$ cat config.mk
export PLATFORM = sky130hd
export DESIGN_NAME = vtd_front
export DESIGN_NICKNAME = d
export VERILOG_FILES = /design/src/design/vtd_pkg.sv /design/src/design/vtd_front.sv
export SDC_FILE = /design/constraint.sdc
export NUM_CORES = 1
export LEC_CHECK = 0
export BUFFER_PORTS_ARGS = -buffer_cell sky130_fd_sc_hd__buf_2
export CAP_MARGIN = 20
export CORE_ASPECT_RATIO = 0.5
export CORE_MARGIN = 2
export CORE_UTILIZATION = 46
export DETAILED_ROUTE_END_ITERATION = 12
export PLACE_DENSITY = 0.83
export SLEW_MARGIN = 20
export SYNTH_ARGS = -nofsm -noshare
export SYNTH_HDL_FRONTEND = slang
export SYNTH_SLANG_ARGS = --single-unit
$ cat constraint.sdc
create_clock -name i_clk -period 4.2 [get_ports i_clk]
set_input_delay 0.42 -clock i_clk [delete_from_list [all_inputs] [get_ports i_clk]]
set_output_delay 0.42 -clock i_clk [all_outputs]
set_load 0.005 [all_outputs]
$ cat src/design/vtd_pkg.sv
// ----------------------------------------------------------------------------
// vtd_pkg
// Shared types and constants of the vertex triplet dedup table.
// ----------------------------------------------------------------------------
package vtd_pkg;

    // output vertex numbers
    localparam int unsigned SLOT_W     = 13;
    localparam int unsigned VNUM_W     = 14;
    localparam int unsigned SLOT_LIMIT = 8192;

    // hash is 64*position + 5*normal + 32*uv
    localparam int unsigned HASH_POS_SHIFT = 6;
    localparam int unsigned HASH_UV_SHIFT  = 5;
    localparam int unsigned HASH_NRM_SHIFT = 2;
    // bits the weighted sum grows beyond one index
    localparam int unsigned HASH_GROWTH    = 7;

    // one result
    typedef struct packed {
        logic [SLOT_W-1:0] vertex_slot;
        logic              is_new;
        logic              table_full;
    } t_res;

    // table engine states
    typedef enum logic [2:0] {
        BK_CLEAR,
        BK_REPLY,
        BK_IDLE,
        BK_PROBE,
        BK_LINK
    } t_back_state;

endpackage

$ cat src/design/vtd_front.sv
// ----------------------------------------------------------------------------
// vtd_front
// Accepts face corners, normalizes the key and computes the hash bucket.
// ----------------------------------------------------------------------------
module vtd_front #(
    parameter int BUCKETS    = 4096,
    parameter int INDEX_BITS = 20
) (
    input  logic                                   i_clk,
    input  logic                                   i_rst_n,
    input  logic                                   i_req_valid,
    output logic                                   o_req_ready,
    input  logic                                   i_mode,
    input  logic [INDEX_BITS-1:0]                  i_pos,
    input  logic                                   i_uvp,
    input  logic [INDEX_BITS-1:0]                  i_uv,
    input  logic [INDEX_BITS-1:0]                  i_nrm,
    output logic                                   o_push_valid,
    input  logic                                   i_push_ready,
    output logic [1+3*INDEX_BITS+1+$clog2(BUCKETS)-1:0] o_push_data
);
    localparam int KEY_W = 3 * INDEX_BITS + 1;
    localparam int BKT_W = $clog2(BUCKETS);
    localparam int SUM_W = INDEX_BITS + vtd_pkg::HASH_GROWTH;

    logic              w_accept;
    logic              w_push;
    logic [INDEX_BITS-1:0] w_uv_eff;
    logic [KEY_W-1:0]  w_key;
    logic [SUM_W-1:0]  w_sum;
    logic [BKT_W-1:0]  w_bkt;
    logic              r_valid;
    logic              r_mode;
    logic [KEY_W-1:0]  r_key;

    assign w_accept = i_req_valid && o_req_ready;
    assign w_push   = r_valid && i_push_ready;

    // a missing uv reads as zero in both the key and the hash
    assign w_uv_eff = i_uvp ? i_uv : '0;
    assign w_key    = {i_pos, i_uvp, w_uv_eff, i_nrm};
    assign w_sum    = SUM_W'({i_pos, vtd_pkg::HASH_POS_SHIFT'(0)})
                    + SUM_W'({i_nrm, vtd_pkg::HASH_NRM_SHIFT'(0)})
                    + SUM_W'(i_nrm)
                    + SUM_W'({w_uv_eff, vtd_pkg::HASH_UV_SHIFT'(0)});

    // captured key
    always_ff @(posedge i_clk) begin
        if (w_accept) begin
            r_mode <= i_mode;
            r_key  <= w_key;
        end
    end

    generate
        if ((BUCKETS & (BUCKETS - 1)) == 0) begin : g_mask
            localparam int EXT_W = (SUM_W > BKT_W) ? SUM_W : BKT_W;
            logic [EXT_W-1:0] w_sum_ext;
            logic [BKT_W-1:0] r_bkt;

            assign w_sum_ext   = EXT_W'(w_sum);
            assign o_req_ready = !r_valid || i_push_ready;
            assign w_bkt       = r_bkt;

            // power-of-two bucket count: the remainder is the low bits
            always_ff @(posedge i_clk) begin
                if (!i_rst_n) begin
                    r_valid <= 1'b0;
                end else if (w_accept) begin
                    r_valid <= 1'b1;
                end else if (w_push) begin
                    r_valid <= 1'b0;
                end
            end

            always_ff @(posedge i_clk) begin
                if (w_accept) begin
                    r_bkt <= w_sum_ext[BKT_W-1:0];
                end
            end
        end else begin : g_divide
            localparam int RS     = SUM_W + BKT_W;
            localparam int REC_W  = SUM_W + 1;
            localparam int PROD_W = SUM_W + REC_W;
            localparam int EXT_W  = ((SUM_W > BKT_W) ? SUM_W : BKT_W) + 1;
            localparam longint unsigned RECIP = (64'd1 << RS) / 64'(BUCKETS);
            logic              r_busy;
            logic              r_phase;
            logic [SUM_W-1:0]  r_sum;
            logic [EXT_W-1:0]  r_quo;
            logic [EXT_W-1:0]  r_rem_est;
            logic [REC_W-1:0]  w_recip;
            logic [PROD_W-1:0] w_prod;
            logic [EXT_W-1:0]  w_quo;
            logic [EXT_W-1:0]  w_back;
            logic [EXT_W-1:0]  w_rem_est;
            logic [EXT_W-1:0]  w_bkt_ext;

            assign o_req_ready = !r_valid && !r_busy;

            // quotient estimate from the floor reciprocal, low by at most one
            assign w_recip   = REC_W'(RECIP);
            assign w_prod    = PROD_W'(r_sum) * PROD_W'(w_recip);
            assign w_quo     = EXT_W'(w_prod >> RS);
            // remainder estimate, below twice the bucket count
            assign w_back    = r_quo * EXT_W'(BUCKETS);
            assign w_rem_est = EXT_W'(r_sum) - w_back;
            // one compare and subtract finishes the remainder
            assign w_bkt_ext = (r_rem_est >= EXT_W'(BUCKETS))
                             ? r_rem_est - EXT_W'(BUCKETS) : r_rem_est;
            assign w_bkt     = w_bkt_ext[BKT_W-1:0];

            // two steps after accept: quotient, then remainder estimate
            always_ff @(posedge i_clk) begin
                if (!i_rst_n) begin
                    r_valid <= 1'b0;
                    r_busy  <= 1'b0;
                    r_phase <= 1'b0;
                end else if (w_accept) begin
                    r_busy  <= 1'b1;
                    r_phase <= 1'b0;
                end else if (r_busy) begin
                    r_phase <= 1'b1;
                    if (r_phase) begin
                        r_busy  <= 1'b0;
                        r_valid <= 1'b1;
                    end
                end else if (w_push) begin
                    r_valid <= 1'b0;
                end
            end

            always_ff @(posedge i_clk) begin
                if (w_accept) begin
                    r_sum <= w_sum;
                end
                if (r_busy && !r_phase) begin
                    r_quo <= w_quo;
                end
                if (r_busy && r_phase) begin
                    r_rem_est <= w_rem_est;
                end
            end
        end
    endgenerate

    assign o_push_valid = r_valid;
    assign o_push_data  = {r_mode, r_key, w_bkt};

endmodule

==> impl_results.md <==
* Status: finished clean
* Syn Area/Cell at roughly 16 um^2
* Initial core utilization at a little under half
* Final #Nets at 430
* DRT Pass-1 Iters at 4
* CP Launch Type: input port
* Post-DP HPWL at ~4.8 mm
* DRC at 0
* Root Driver: clkbuf_16
* Setup TNS at 0 ns
* Share of layout cells above drive strength 1 at ~46%
* Leading area contributor after synthesis: edfxtp_1
* Post-CTS Hold Fix Bufs at 0
* Die area at around 0.0074 mm^2
* Post-Syn Area at 0.003083 mm^2
* Final setup viols at 0
* Final Hold Fails at 0
* Total Routed Length at approximately 6 mm
* Top cell type's share of synthesized area at 70.13%
* Hold WC Path Type: input port to register
* Final Slew Violations at 0
* WL per Instance at between 10 and 15 um
* Clock Skew at approximately 0.0056 ns
* Area Growth Syn to Fin at 35.23%
* Die W at between 100 and 150 um
* Synthesized flop and latch total at 73
* Synthesized instance count at around 190
* Fin area at between 0.004 and 0.005 mm^2
* CP Class: input port to register
* Peak VDD IR at 0.0002430 V
* Leakage at 1.921 nW
* Critical Path AT at around 3.1 ns
* Commonest cells after routing, fill and taps aside: buf_2, edfxtp_1, inv_1, and2_1, ha_1
* Synthesized net count at around 280
* Most common cell after layout, fill and taps aside: buf_2
* Register area share after synthesis at between 70% and 80%
* Rows at 21
* Crit path capture type: register
* Vias in the first global route at between 1500 and 2000
* H-tree levels at 3
* Clock transition at path regs at about 0.06 ns
* First-pass GRT wire length at around 8.8 mm
* Setup bufs post-CTS at 0
* Pre-CTS setup slack at between 0.8 and 0.9 ns
* Port buffer count at 141
* Post-cts gate resize count at 0
* Drt initial violations at around 120
* Worst EP required at between 4 and 5 ns
* Pin count of the biggest net entering global routing at 38
* Placement Cell Area at between 0.003 and 0.004 mm^2
* Layout Cells excl Fill at 436
* Slew margin rel. at a little over two fifths
* RSZ-0062 raised after global routing: no
* Final worst setup slack at between 1 and 1.5 ns
* Gpl congestion at 0.7528
* Clock buffer depth at 2
* Initial antenna violation count at 0
* Die height at slightly above 60 um
* Core area at 0.006595 mm^2
* Worst-margin pin slew at approximately 0.85 ns
* Total power at a little under 2 mW
* Vias per cell at 4.509
* Crit share post-route at about 70%
* Congestion Overflow GR at 0
* # clock sinks at 73
* Detailed-route via count at 1966
* Diode count at 0
* Dpl cells at 420
* Power per Cell Area at about 470 mW/mm^2
* Highest Clock Rate at between 300 and 400 MHz
* Final antenna-violating net count at 0
* Max Cap Viol at 0
* CP max FO at 21
* Synth cell types at 29
* Inserted Clock Buffers at 9
* Ys Warns at 0
* Minimum clock period at around 3.0 ns
* GRT Util Overall at between 10% and 20%
* Synth top area cells: edfxtp_1, fa_1, ha_1, inv_1, and2_1
* CTS tree: done
* Worst-skew pair later-pin latency at between 0.3 and 0.4 ns
* # IOs at around 140
## worst max-delay path: stages
cell      delay [ns]
buf_2           0.25
nand2_1         0.13
fa_1            0.51
inv_1           0.05
ha_1            0.30
inv_1           0.06
fa_1            0.45
and2b_1         0.21
o21ai_1         0.08
a21boi_2        0.20
nor4_1          0.07
a311o_1         0.31
## per-layer routing
metal	share of wire, %	global-route usage (%)
met5	0	0
met4	1.4	7.395
met3	4.2	4.380
met2	55	29.71
met1	40	18.37
## worst paths after layout
kind | from | cells after the start | end | slack (ns)
setup / recovery | i_uvp | 12 | g_mask.r_bkt[10] | 1.23
hold / removal | i_pos[12] | 1 | r_key[53] | 0.27
setup reg to reg | o_push_valid | 3 | r_key[36] | 2.18
hold reg to reg | o_push_valid | 2 | o_push_valid | 0.52
## power breakdown
group          leakage [nW]  switching (mW)  total, mW  internal (mW)
logic                  1.07           0.174      0.327          0.153
registers             0.711          0.0140      0.898          0.884
clock network         0.136           0.268      0.722          0.455
total                  1.92           0.455       1.95           1.49
## Yosys cell counts
cell,instances
inv_1,34
clkbuf_2,1
nor3_1,1
xor2_1,1
and2_4,1
o22ai_1,1
or3_1,1
nand2b_1,1
edfxtp_1,72
a21oi_1,2
nand2_1,6
nand3_1,1
and2b_1,1
o21ai_1,1
o21ai_0,2
buf_4,3
ha_1,13
dfxtp_1,1
nor4_1,1
xnor2_1,8
a311o_1,1
a21boi_2,1
a21o_1,1
a31oi_1,1
and2_1,16
a21boi_0,1
fa_1,12
nor2_1,5
clkbuf_1,1
## through the flow
stage | hold slack [ns] | utilization [%]
6_report | 0.2735 | 63.21
2_1_floorplan | 0.5189 | -
4_1_cts | 0.2609 | 63.21
3_3_place_gp | 0.4964 | 58.85
3_5_place_dp | 0.5151 | 58.85
5_1_grt | 0.2548 | 63.21
## sequential cells by signal, summed over array words and instances, names as in the netlist
register,count
r_key,59
r_mode,1
o_push_valid,1
g_mask.r_bkt,12
## cell type report
class                   count  area (um^2)
flip-flops and latches     73         2182
repair buffers            142        713.2
fillers                   480         2426
multi-input cells          79        743.2
inverters                  34        127.6
well taps                  92        115.1
clock buffers              10        229.0
clock inverters             6        58.81
## cell families (layout without fill, tap and decap cells)
logic type      count (synthesis)  in the layout  synth area share (%)
simple gates                   34             34                 6.047
flops                          73             73                 70.78
buf+inv                        39            192                 5.154
fa+ha+maj                      25             25                 13.07
compound gates                 11             11                 2.395
xor+xnor                        9              9                 2.557
Note: power is estimated with default switching activity, not from simulation.
