--- src/design/vtd_fifo.sv ---
// ----------------------------------------------------------------------------
// vtd_fifo
// Short request queue between the hash front and the table engine.
// ----------------------------------------------------------------------------
module vtd_fifo #(
    parameter int WIDTH = 8,
    parameter int DEPTH = 2
) (
    input  logic             i_clk,
    input  logic             i_rst_n,
    input  logic             i_push_valid,
    output logic             o_push_ready,
    input  logic [WIDTH-1:0] i_push_data,
    output logic             o_pop_valid,
    input  logic             i_pop_ready,
    output logic [WIDTH-1:0] o_pop_data
);
    localparam int PTR_W = (DEPTH > 1) ? $clog2(DEPTH) : 1;
    localparam int CNT_W = $clog2(DEPTH + 1);

    logic [WIDTH-1:0] r_mem [DEPTH];
    logic [PTR_W-1:0] r_wr_ptr;
    logic [PTR_W-1:0] r_rd_ptr;
    logic [CNT_W-1:0] r_count;
    logic             w_push;
    logic             w_pop;

    assign o_push_ready = r_count != CNT_W'(DEPTH);
    assign o_pop_valid  = r_count != '0;
    assign o_pop_data   = r_mem[r_rd_ptr];
    assign w_push       = i_push_valid && o_push_ready;
    assign w_pop        = o_pop_valid && i_pop_ready;

    // pointers and fill level
    always_ff @(posedge i_clk) begin
        if (!i_rst_n) begin
            r_wr_ptr <= '0;
            r_rd_ptr <= '0;
            r_count  <= '0;
        end else begin
            if (w_push) begin
                r_wr_ptr <= (r_wr_ptr == PTR_W'(DEPTH - 1)) ? '0 : r_wr_ptr + 1'b1;
            end
            if (w_pop) begin
                r_rd_ptr <= (r_rd_ptr == PTR_W'(DEPTH - 1)) ? '0 : r_rd_ptr + 1'b1;
            end
            if (w_push && !w_pop) begin
                r_count <= r_count + 1'b1;
            end else if (w_pop && !w_push) begin
                r_count <= r_count - 1'b1;
            end
        end
    end

    // storage
    always_ff @(posedge i_clk) begin
        if (w_push) begin
            r_mem[r_wr_ptr] <= i_push_data;
        end
    end

endmodule

--- config.mk ---
export PLATFORM = sky130hd
export DESIGN_NAME = vtd_fifo
export DESIGN_NICKNAME = d
export VERILOG_FILES = /design/src/design/vtd_fifo.sv
export SDC_FILE = /design/constraint.sdc
export NUM_CORES = 1
export LEC_CHECK = 0
export BUFFER_PORTS_ARGS = -buffer_cell sky130_fd_sc_hd__buf_2
export CORE_UTILIZATION = 47
export CTS_BUF_LIST = sky130_fd_sc_hd__clkbuf_4
export CTS_CLUSTER_SIZE = 30
export DETAILED_ROUTE_END_ITERATION = 8
export PLACE_DENSITY = 0.83
export SYNTH_ARGS = -nofsm -noshare
export SYNTH_HDL_FRONTEND = slang
export SYNTH_SLANG_ARGS = --single-unit
--- constraint.sdc ---
create_clock -name i_clk -period 1.4 [get_ports i_clk]
set_input_delay 0.14 -clock i_clk [delete_from_list [all_inputs] [get_ports i_clk]]
set_output_delay 0.14 -clock i_clk [all_outputs]
set_load 0.03 [all_outputs]
==> impl_metrics.csv, run 1 <==
group,metric,value,unit
cts,cts-root-buf,"clkbuf_4",
power,vdd_drop_max,1.19,mV
cts,clkTransAtPathRegs,0.11,ns
flow_run,maxCapViolCount,0,
grt,overflow,0,
grt,antenna_found_initial,0,
setup_path,path_class,"reg2reg",
floorplanning,start_util,51.9,%
sta,finalSetupViolCount,1,
placement,placed_area,976,um^2
setup_path,timing.rr.start,"r_count[0]$_SDFFE_PN0P_",
floorplanning,die_y,43.5,um
grt,grt.total_usage,16.0,%
placement,port_buffers,21,
route,drtAntennaViolNets,0,
setup_path,crit_path_max_fanout,5,
power,power_density,1910,mW/mm^2
synthesis,yosys_warnings,0,
cts,worstSkewPairLatency,0.29,ns
sta,tightest_slew,0.215,ns
cts,clk_path_buf_depth,2,
route,routed_wl,1.34,mm
route,firstDrtPassIters,5,
synthesis,synth_area_leaders,"edfxtp_1, dfxtp_1, mux2_2",
power,cellLeakagePower,0.463,nW
grt,grt_max_degree,13,
synthesis,post-synth-top-area-cell,"edfxtp_1",
sta,fin_crit_sh,103,%
floorplanning,rows,14,
route,initialDrtViolationCount,14,
setup_path,start_kind,"flip-flop",
cts,cts.htree.levels,1,
sta,relSlewSlack,85.7,%
cells_and_area,syn2layout_area_growth,36.2,%
floorplanning,pin_count,22,
synthesis,synth_nets,63,
setup_path,critPathArrivalTime,1.68,ns
run_status,status,"finished, violations left",
sta,slew_viol_final,0,
synthesis,synth_seq_area_share,71.7,%
setup_path,endpoint_kind,"flip-flop",
synthesis,ys_types,17,
sta,rsz0062_at_grt,"yes",
cts,cts_tree,"done",
cells_and_area,post-route-util,70.7,%
sta,clock_skew,0.00348,ns
route,wl_per_cell,14.1,um
cells_and_area,final_nets,93,
grt,grt_pass1_vias,525,
placement,gp_congestion,0.695,
cells_and_area,diodes,0,
route,num_vias,491,
sta,setup_ws,-0.0453,ns
min_path,hp-start,"i_push_data[5]",
floorplanning,die_width,43.5,um
cells_and_area,final_area,0.00110,mm^2
setup_path,worstPathRequired,1.63,ns
synthesis,syn_inst,50,
route,drc,6,
synthesis,syn_area_per_cell,16.2,um^2
cells_and_area,final_layout_size_suffix_gt1_share,60.8,%
sta,finalHoldViolations,0,
sta,timing.fmax,692,MHz
synthesis,syn-cell-area,810,um^2
cts,cts_sinks,21,
synthesis,synth-seq-cells,21,
cts,cts_hold_buf,0,
floorplanning,die_area,0.00189,mm^2
run_status,violations,"DRC, setup timing",
floorplanning,core-area,0.00156,mm^2
setup_path,cp-startpoint,"r_count[0]$_SDFFE_PN0P_",
sta,whs,0.0244,ns
cts,numCtsBuffers,3,
synthesis,synth_top_cell_area_share,59.4,%
min_path,min_path_type,"in2reg",
route,vias_per_cell,5.17,
sta,fin_crit,1.45,ns
grt,grt_pass1_wl,2.18,mm
[per-stage QoR]
stage          cells  total power, mW  worst slack, ns  TNS [ns]
6_report          95             2.10          -0.0453   -0.0453
5_1_grt           95             2.21          -0.0997   -0.0997
4_1_cts           94             1.94          -0.0543   -0.0543
3_5_place_dp      90             1.64          -0.0664   -0.0664
3_3_place_gp      90             1.60           0.0321         0
2_1_floorplan     50             1.42          -0.0223   -0.0223
[flip-flops by register name (all words and copies together), names as in the netlist, named ones only]
register  flops
r_count       2
r_rd_ptr      1
r_mem        16
r_wr_ptr      1
[cells in the mapped netlist]
cell	n
dfxtp_1	5
or2_2	1
xor2_1	3
and3_1	1
edfxtp_1	16
nand3b_1	1
o21ai_0	2
mux2_2	8
and2_1	1
a21bo_2	1
or3_1	1
nor2_1	3
inv_1	2
nand2b_4	1
buf_2	1
a21oi_1	2
ha_1	1
[placed cells by master (no fill, tap or decap), drive strengths merged, types with 2 or more instances in the layout]
master  instances
dfxtp           5
mux2            8
nor2            3
xor2            3
edfxtp         16
o21ai           2
a21oi           2
clkbuf          3
buf            26
inv             2
[kinds of logic after synthesis]
kind of cell,synth area share (%)
adders and majority gates,1.55
xor gates and xnor gates,3.25
buffers and inverters,1.55
and+or+nand+nor,7.11
muxes,11.1
DFF,71.7
AOI/OAI and AO/OA,3.71
[final timing paths]
path	to	slack, ns	depth (start not counted)
hold reg to reg	r_rd_ptr$_SDFFE_PN0P_	0.53	2
setup reg to reg	r_count[1]$_SDFFE_PN0P_	-0.05	6
setup / recovery	r_count[1]$_SDFFE_PN0P_	-0.05	6
hold / removal	r_mem[0][5]$_DFFE_PP_	0.02	1
[repair_timing]
action                     in CTS  in global routing
setup endpoints to repair       9                 17
resized for setup               5                 32
hold endpoints to repair        0                  0
setup buffers                   0                  1
[layer usage]
metal / vias up / global-route usage [%] / part of all wire, %
met2: 12 / 30.0 / 54
met4: 0 / 7.50 / 0.90
li1: 241 / - / -
met3: 2 / 2.50 / 3.2
met1: 236 / 17.5 / 42
met5: - / 0 / 0
[worst max-delay path: stages, from the launching register on]
cell      delay [ns]
dfxtp_4         0.38
nand2b_4        0.14
and2_4          0.14
ha_4            0.15
xor2_1          0.14
or3_1           0.31
a21oi_1         0.12
[final cells by class]
| type | instances | area (um^2) |
|---|---|---|
| Clock inverter | 1 | 5.00 |
| Timing Repair Buffer | 26 | 193 |
| Tap cell | 16 | 20.0 |
| Inverter | 2 | 7.51 |
| Sequential cell | 21 | 589 |
| Multi-Input combinational cell | 26 | 265 |
| Fill cell | 104 | 457 |
| Clock buffer | 3 | 22.5 |
[report_power, final]
group          internal (mW)  leakage [nW]  switching [mW]  total (mW)
sequential             0.808         0.192           0.102       0.910
clock                  0.106        0.0177           0.171       0.277
combinational          0.470         0.253           0.444       0.915
Note: power is estimated with default switching activity, not from simulation.
==> inputs of run 2 (changes only) <==
--- a/config.mk
+++ b/config.mk
@@ -6,11 +6,11 @@
 export NUM_CORES = 1
 export LEC_CHECK = 0
 export BUFFER_PORTS_ARGS = -buffer_cell sky130_fd_sc_hd__buf_2
-export CORE_UTILIZATION = 47
+export CORE_UTILIZATION = 55
 export CTS_BUF_LIST = sky130_fd_sc_hd__clkbuf_4
 export CTS_CLUSTER_SIZE = 30
 export DETAILED_ROUTE_END_ITERATION = 8
-export PLACE_DENSITY = 0.83
+export PLACE_DENSITY = 0.9
 export SYNTH_ARGS = -nofsm -noshare
 export SYNTH_HDL_FRONTEND = slang
 export SYNTH_SLANG_ARGS = --single-unit
==> constraint.sdc (replaced) <==
create_clock -name i_clk -period 1.8 [get_ports i_clk]
set_input_delay 0.18 -clock i_clk [delete_from_list [all_inputs] [get_ports i_clk]]
set_output_delay 0.18 -clock i_clk [all_outputs]
set_load 0.03 [all_outputs]
==> impl_metrics.csv, run 2 (synthesis gave the netlist of run 1 again) <==
group,metric,value,unit
cts,cts_resized,0,
cts,numCtsBuffers,3,
power,clkPwrFrac,15.0,%
power,combPwrFrac,36.7,%
grt,grt_pass1_vias,449,
sta,slew_viol_final,0,
cells_and_area,final_nets,88,
cts,cts_sinks,21,
cells_and_area,largest_reg_flops,16,
cells_and_area,final_layout_size_suffix_gt1_share,48.6,%
cts,cts_tree,"done",
sta,rsz0062_at_grt,"no",
route,firstDrtPassIters,3,
cells_and_area,syn2layout_area_growth,18.1,%
route,num_vias,468,
sta,finalSetupViolCount,0,
cells_and_area,top_register,"r_mem",
grt,antenna_found_initial,0,
route,wl_per_cell,15.0,um
placement,gp_congestion,0.702,
floorplanning,core-area,0.00133,mm^2
floorplanning,start_util,60.7,%
cts,clk_path_buf_depth,2,
route,drc,0,
placement,port_buffers,21,
power,vdd_drop_max,0.903,mV
grt,overflow,0,
flow_run,maxCapViolCount,0,
cells_and_area,final_cell_mix,"buf_2, edfxtp_1, mux2_2",
sta,relSlewSlack,75.8,%
power,p_total,1.42,mW
cts,worstSkewPairLatency,0.29,ns
sta,fin_crit,1.62,ns
sta,clock_skew,0.00220,ns
grt,grt_max_degree,13,
power,p_sw_share,36.4,%
route,routed_wl,1.34,mm
floorplanning,die_area,0.00163,mm^2
grt,grt_pass1_wl,1.88,mm
power,cellLeakagePower,0.390,nW
floorplanning,die_width,40.4,um
cells_and_area,multiInputGateArea,216,um^2
min_path,min_path_type,"in2reg",
route,initialDrtViolationCount,19,
setup_path,crit_path_max_fanout,5,
setup_path,critPathArrivalTime,1.85,ns
cells_and_area,diodes,0,
run_status,status,"complete, no violations",
route,vias_per_cell,5.26,
placement,dpl.hpwl,1.03,mm
cells_and_area,layout_commonest_cell,"buf_2",
sta,timing.fmax,617,MHz
setup_path,endpoint_kind,"flip-flop",
setup_path,path_class,"reg2reg",
power,intPower,0.902,mW
cts,cts.htree.levels,1,
route,drtAntennaViolNets,0,
setup_path,worstPathRequired,2.03,ns
sta,fin_crit_sh,90.1,%
grt,grt.total_usage,19.1,%
floorplanning,pin_count,22,
sta,finalHoldViolations,0,
floorplanning,die_y,40.4,um
cells_and_area,fillerInstances,85,
power,p_switching,0.516,mW
cts,cts_hold_buf,0,
setup_path,start_kind,"flip-flop",
floorplanning,rows,13,
power,seq_power_share,48.3,%
cells_and_area,seqCellArea,581,um^2
sta,tightest_slew,0.362,ns
cts,cts-root-buf,"clkbuf_4",
cells_and_area,top_regs,"r_mem: 16 flops, r_count: 2 flops",
cts,clkTransAtPathRegs,0.11,ns
power,power_density,1480,mW/mm^2
cts,post_cts_buffers,0,
sta,setup_tns,0,ns
-- run 2: cell types whose count changed in the layout (fill, tap and decap cells not counted), sizes merged --
cell  change
buf       -5
-- run 2: metal layers --
metal	track usage, %	vias up	part of all wire, %
met5	0	-	0
li1	-	231	-
met4	6.67	0	1.5
met2	37.3	14	55
met1	18.6	219	39
met3	5.00	4	3.7
-- run 2: cell type report --
cell class	count	share of cell area, %
sequential	21	60.7
tap	15	1.96
timing repair buffer	21	11.0
inverter	2	0.785
clock inverter	1	0.524
clock buffer	3	2.36
multi-input combinational	26	22.6
-- run 2: critical path: stages, from the launching register on --
cell	delay, ns
dfxtp_1	0.38
nand2b_4	0.18
and2_1	0.16
ha_1	0.31
or3_1	0.39
a21oi_1	0.14
-- run 2: worst paths after layout --
check                     startpoint                      end  slack [ns]  cells after the start
min reg2reg    r_rd_ptr$_SDFFE_PN0P_    r_rd_ptr$_SDFFE_PN0P_        0.55                      2
max reg2reg  r_count[0]$_SDFFE_PN0P_  r_count[1]$_SDFFE_PN0P_        0.18                      5
min                   i_push_data[7]    r_mem[1][7]$_DFFE_PP_        0.07                      1
max          r_count[0]$_SDFFE_PN0P_  r_count[1]$_SDFFE_PN0P_        0.18                      5
-- run 2: metrics by stage --
| step | hold slack [ns] | cells | worst slack (ns) | instance area, um^2 | utilization (%) |
|---|---|---|---|---|---|
| after floorplan | 0.279 | 50 | 0.251 | 810 | - |
| final | 0.0726 | 89 | 0.179 | 956 | 71.7 |
| after global routing | 0.0494 | 89 | 0.0571 | 956 | 71.7 |
| after global placement | 0.368 | 85 | 0.302 | 928 | 69.6 |
| after CTS | 0.0673 | 89 | 0.174 | 956 | 71.7 |
| after detailed placement | 0.372 | 85 | 0.201 | 928 | 69.6 |
-- run 2: power groups by stage --
stage,clock [mW],combinational [mW],sequential [mW]
6_report,0.212,0.521,0.685
5_1_grt,0.235,0.559,0.695
4_1_cts,0.213,0.525,0.686
3_5_place_dp,0,0.521,0.696
3_3_place_gp,0,0.494,0.686
2_1_floorplan,0,0.419,0.658
==> inputs of run 3 (changes only) <==
--- a/config.mk
+++ b/config.mk
@@ -6,11 +6,12 @@
 export NUM_CORES = 1
 export LEC_CHECK = 0
 export BUFFER_PORTS_ARGS = -buffer_cell sky130_fd_sc_hd__buf_2
-export CORE_UTILIZATION = 55
+export CORE_UTILIZATION = 52
 export CTS_BUF_LIST = sky130_fd_sc_hd__clkbuf_4
 export CTS_CLUSTER_SIZE = 30
 export DETAILED_ROUTE_END_ITERATION = 8
-export PLACE_DENSITY = 0.9
+export GPL_ROUTABILITY_DRIVEN = 0
+export PLACE_DENSITY = 0.86
 export SYNTH_ARGS = -nofsm -noshare
 export SYNTH_HDL_FRONTEND = slang
 export SYNTH_SLANG_ARGS = --single-unit
==> constraint.sdc (replaced) <==
create_clock -name i_clk -period 1.6 [get_ports i_clk]
set_input_delay 0.16 -clock i_clk [delete_from_list [all_inputs] [get_ports i_clk]]
set_output_delay 0.16 -clock i_clk [all_outputs]
set_load 0.03 [all_outputs]
==> impl_metrics.csv, run 3 (synthesis gave the netlist of run 1 again) <==
group,metric,value,unit
grt,antenna_found_initial,0,
flow_run,maxCapViolCount,0,
route,drc,0,
sta,finalSetupViolCount,0,
setup_path,crit_path_max_fanout,5,
grt,grt_pass1_vias,488,
min_path,min_path_type,"in2reg",
floorplanning,start_util,59.2,%
power,power_density,1650,mW/mm^2
route,vias_per_cell,5.13,
route,firstDrtPassIters,4,
cts,post_cts_buffers,0,
grt,grt.total_usage,16.4,%
setup_path,r2r_cells,5,
cts,cts-root-buf,"clkbuf_4",
power,cellLeakagePower,0.395,nW
cells_and_area,final_nets,89,
cts,cts_tree,"done",
sta,finalHoldViolations,0,
min_path,hold_path_depth,1,
power,vdd_drop_max,0.958,mV
cts,clk_path_buf_depth,2,
cells_and_area,post-route-util,70.8,%
cells_and_area,final_area,967,um^2
floorplanning,die_area,0.00172,mm^2
sta,timing.fmax,651,MHz
placement,pre_cts_slack,0.0582,ns
cells_and_area,fillerInstances,96,
route,routed_wl,1.19,mm
cells_and_area,final_cell_mix,"buf_2, edfxtp_1, mux2_2",
run_status,status,"complete, no violations",
cts,numCtsBuffers,3,
cells_and_area,final_layout_size_suffix_gt1_share,53.3,%
sta,slew_viol_final,0,
cells_and_area,final_cells,90,
sta,whs,0.0420,ns
route,drtAntennaViolNets,0,
sta,clock_skew,0.00261,ns
grt,overflow,0,
cts,worstSkewPairLatency,0.30,ns
sta,setup_ws,0.0645,ns
cts,cts_sinks,21,
cells_and_area,top_register,"r_mem",
setup_path,worstPathRequired,1.84,ns
cells_and_area,largest_reg_flops,16,
setup_path,path_class,"reg2reg",
route,initialDrtViolationCount,10,
sta,setup_tns,0,ns
sta,fin_crit,1.54,ns
placement,placed_area,936,um^2
power,p_total,1.60,mW
floorplanning,core-area,0.00137,mm^2
cts,cts.htree.levels,1,
route,wl_per_cell,13.3,um
sta,relSlewSlack,73.2,%
grt,grt_pass1_wl,2.08,mm
setup_path,start_kind,"flip-flop",
placement,port_buffers,21,
floorplanning,die_y,41.5,um
route,num_vias,462,
floorplanning,rows,13,
sta,tightest_slew,0.402,ns
cells_and_area,diodes,0,
floorplanning,die_width,41.5,um
sta,fin_crit_sh,96.0,%
cells_and_area,syn2layout_area_growth,19.5,%
setup_path,endpoint_kind,"flip-flop",
placement,dp.cells,86,
grt,grt_max_degree,13,
cells_and_area,top_regs,"r_mem: 16 flops, r_count: 2 flops",
cts,clkTransAtPathRegs,0.11,ns
placement,dpl.hpwl,875,um
cells_and_area,layout_commonest_cell,"buf_2",
sta,rsz0062_at_grt,"yes",
floorplanning,pin_count,22,
setup_path,critPathArrivalTime,1.77,ns
-- run 3: changes by cell type in the layout (fill, tap and decap cells not counted) --
cell / before / now
dfxtp_1: 5 / 2
dfxtp_2: 0 / 3
buf_4: 0 / 1
-- run 3: cell type report --
cell class | count | area, um^2 | area share, %
Inverter | 2 | 7.51 | 0.776
Timing Repair Buffer | 22 | 113 | 11.6
Clock buffer | 3 | 22.5 | 2.33
Sequential cell | 21 | 584 | 60.4
Clock inverter | 1 | 5.00 | 0.517
Tap cell | 15 | 18.8 | 1.94
Multi-Input combinational cell | 26 | 216 | 22.4
-- run 3: what timing repair did --
item,4_1_cts,5_1_grt
hold endpoints to repair,0,0
hold buffers,0,0
resized for setup,0,3
endpoints found under the setup margin,0,9
-- run 3: worst paths after layout --
path                                         startpoint                      end  slack, ns
worst max-delay path            r_count[0]$_SDFFE_PN0P_  r_count[1]$_SDFFE_PN0P_       0.06
worst max register to register  r_count[0]$_SDFFE_PN0P_  r_count[1]$_SDFFE_PN0P_       0.06
worst min-delay path                     i_push_data[6]    r_mem[1][6]$_DFFE_PP_       0.04
worst min register to register  r_count[1]$_SDFFE_PN0P_  r_count[1]$_SDFFE_PN0P_       0.53
-- run 3: critical path: stages, from the launching register on --
cell and delay [ns]:
dfxtp_2 0.36, nand2b_4 0.15, and2_1 0.15, ha_1 0.31, or3_1 0.37, a21oi_1 0.13
-- run 3: power by group --
group	switching [mW]	total, mW	internal, mW
Clock	0.151	0.245	0.0931
Combinational	0.344	0.583	0.240
Sequential	0.0732	0.772	0.699
Total	0.568	1.60	1.03
-- run 3: routing by layer --
metal	GRT usage [%]	wire, um	share of wire, %
met1	18.8	503	42
met2	27.5	599	50
met3	4.35	60	5.0
met4	9.68	31	2.6
met5	0	0	0
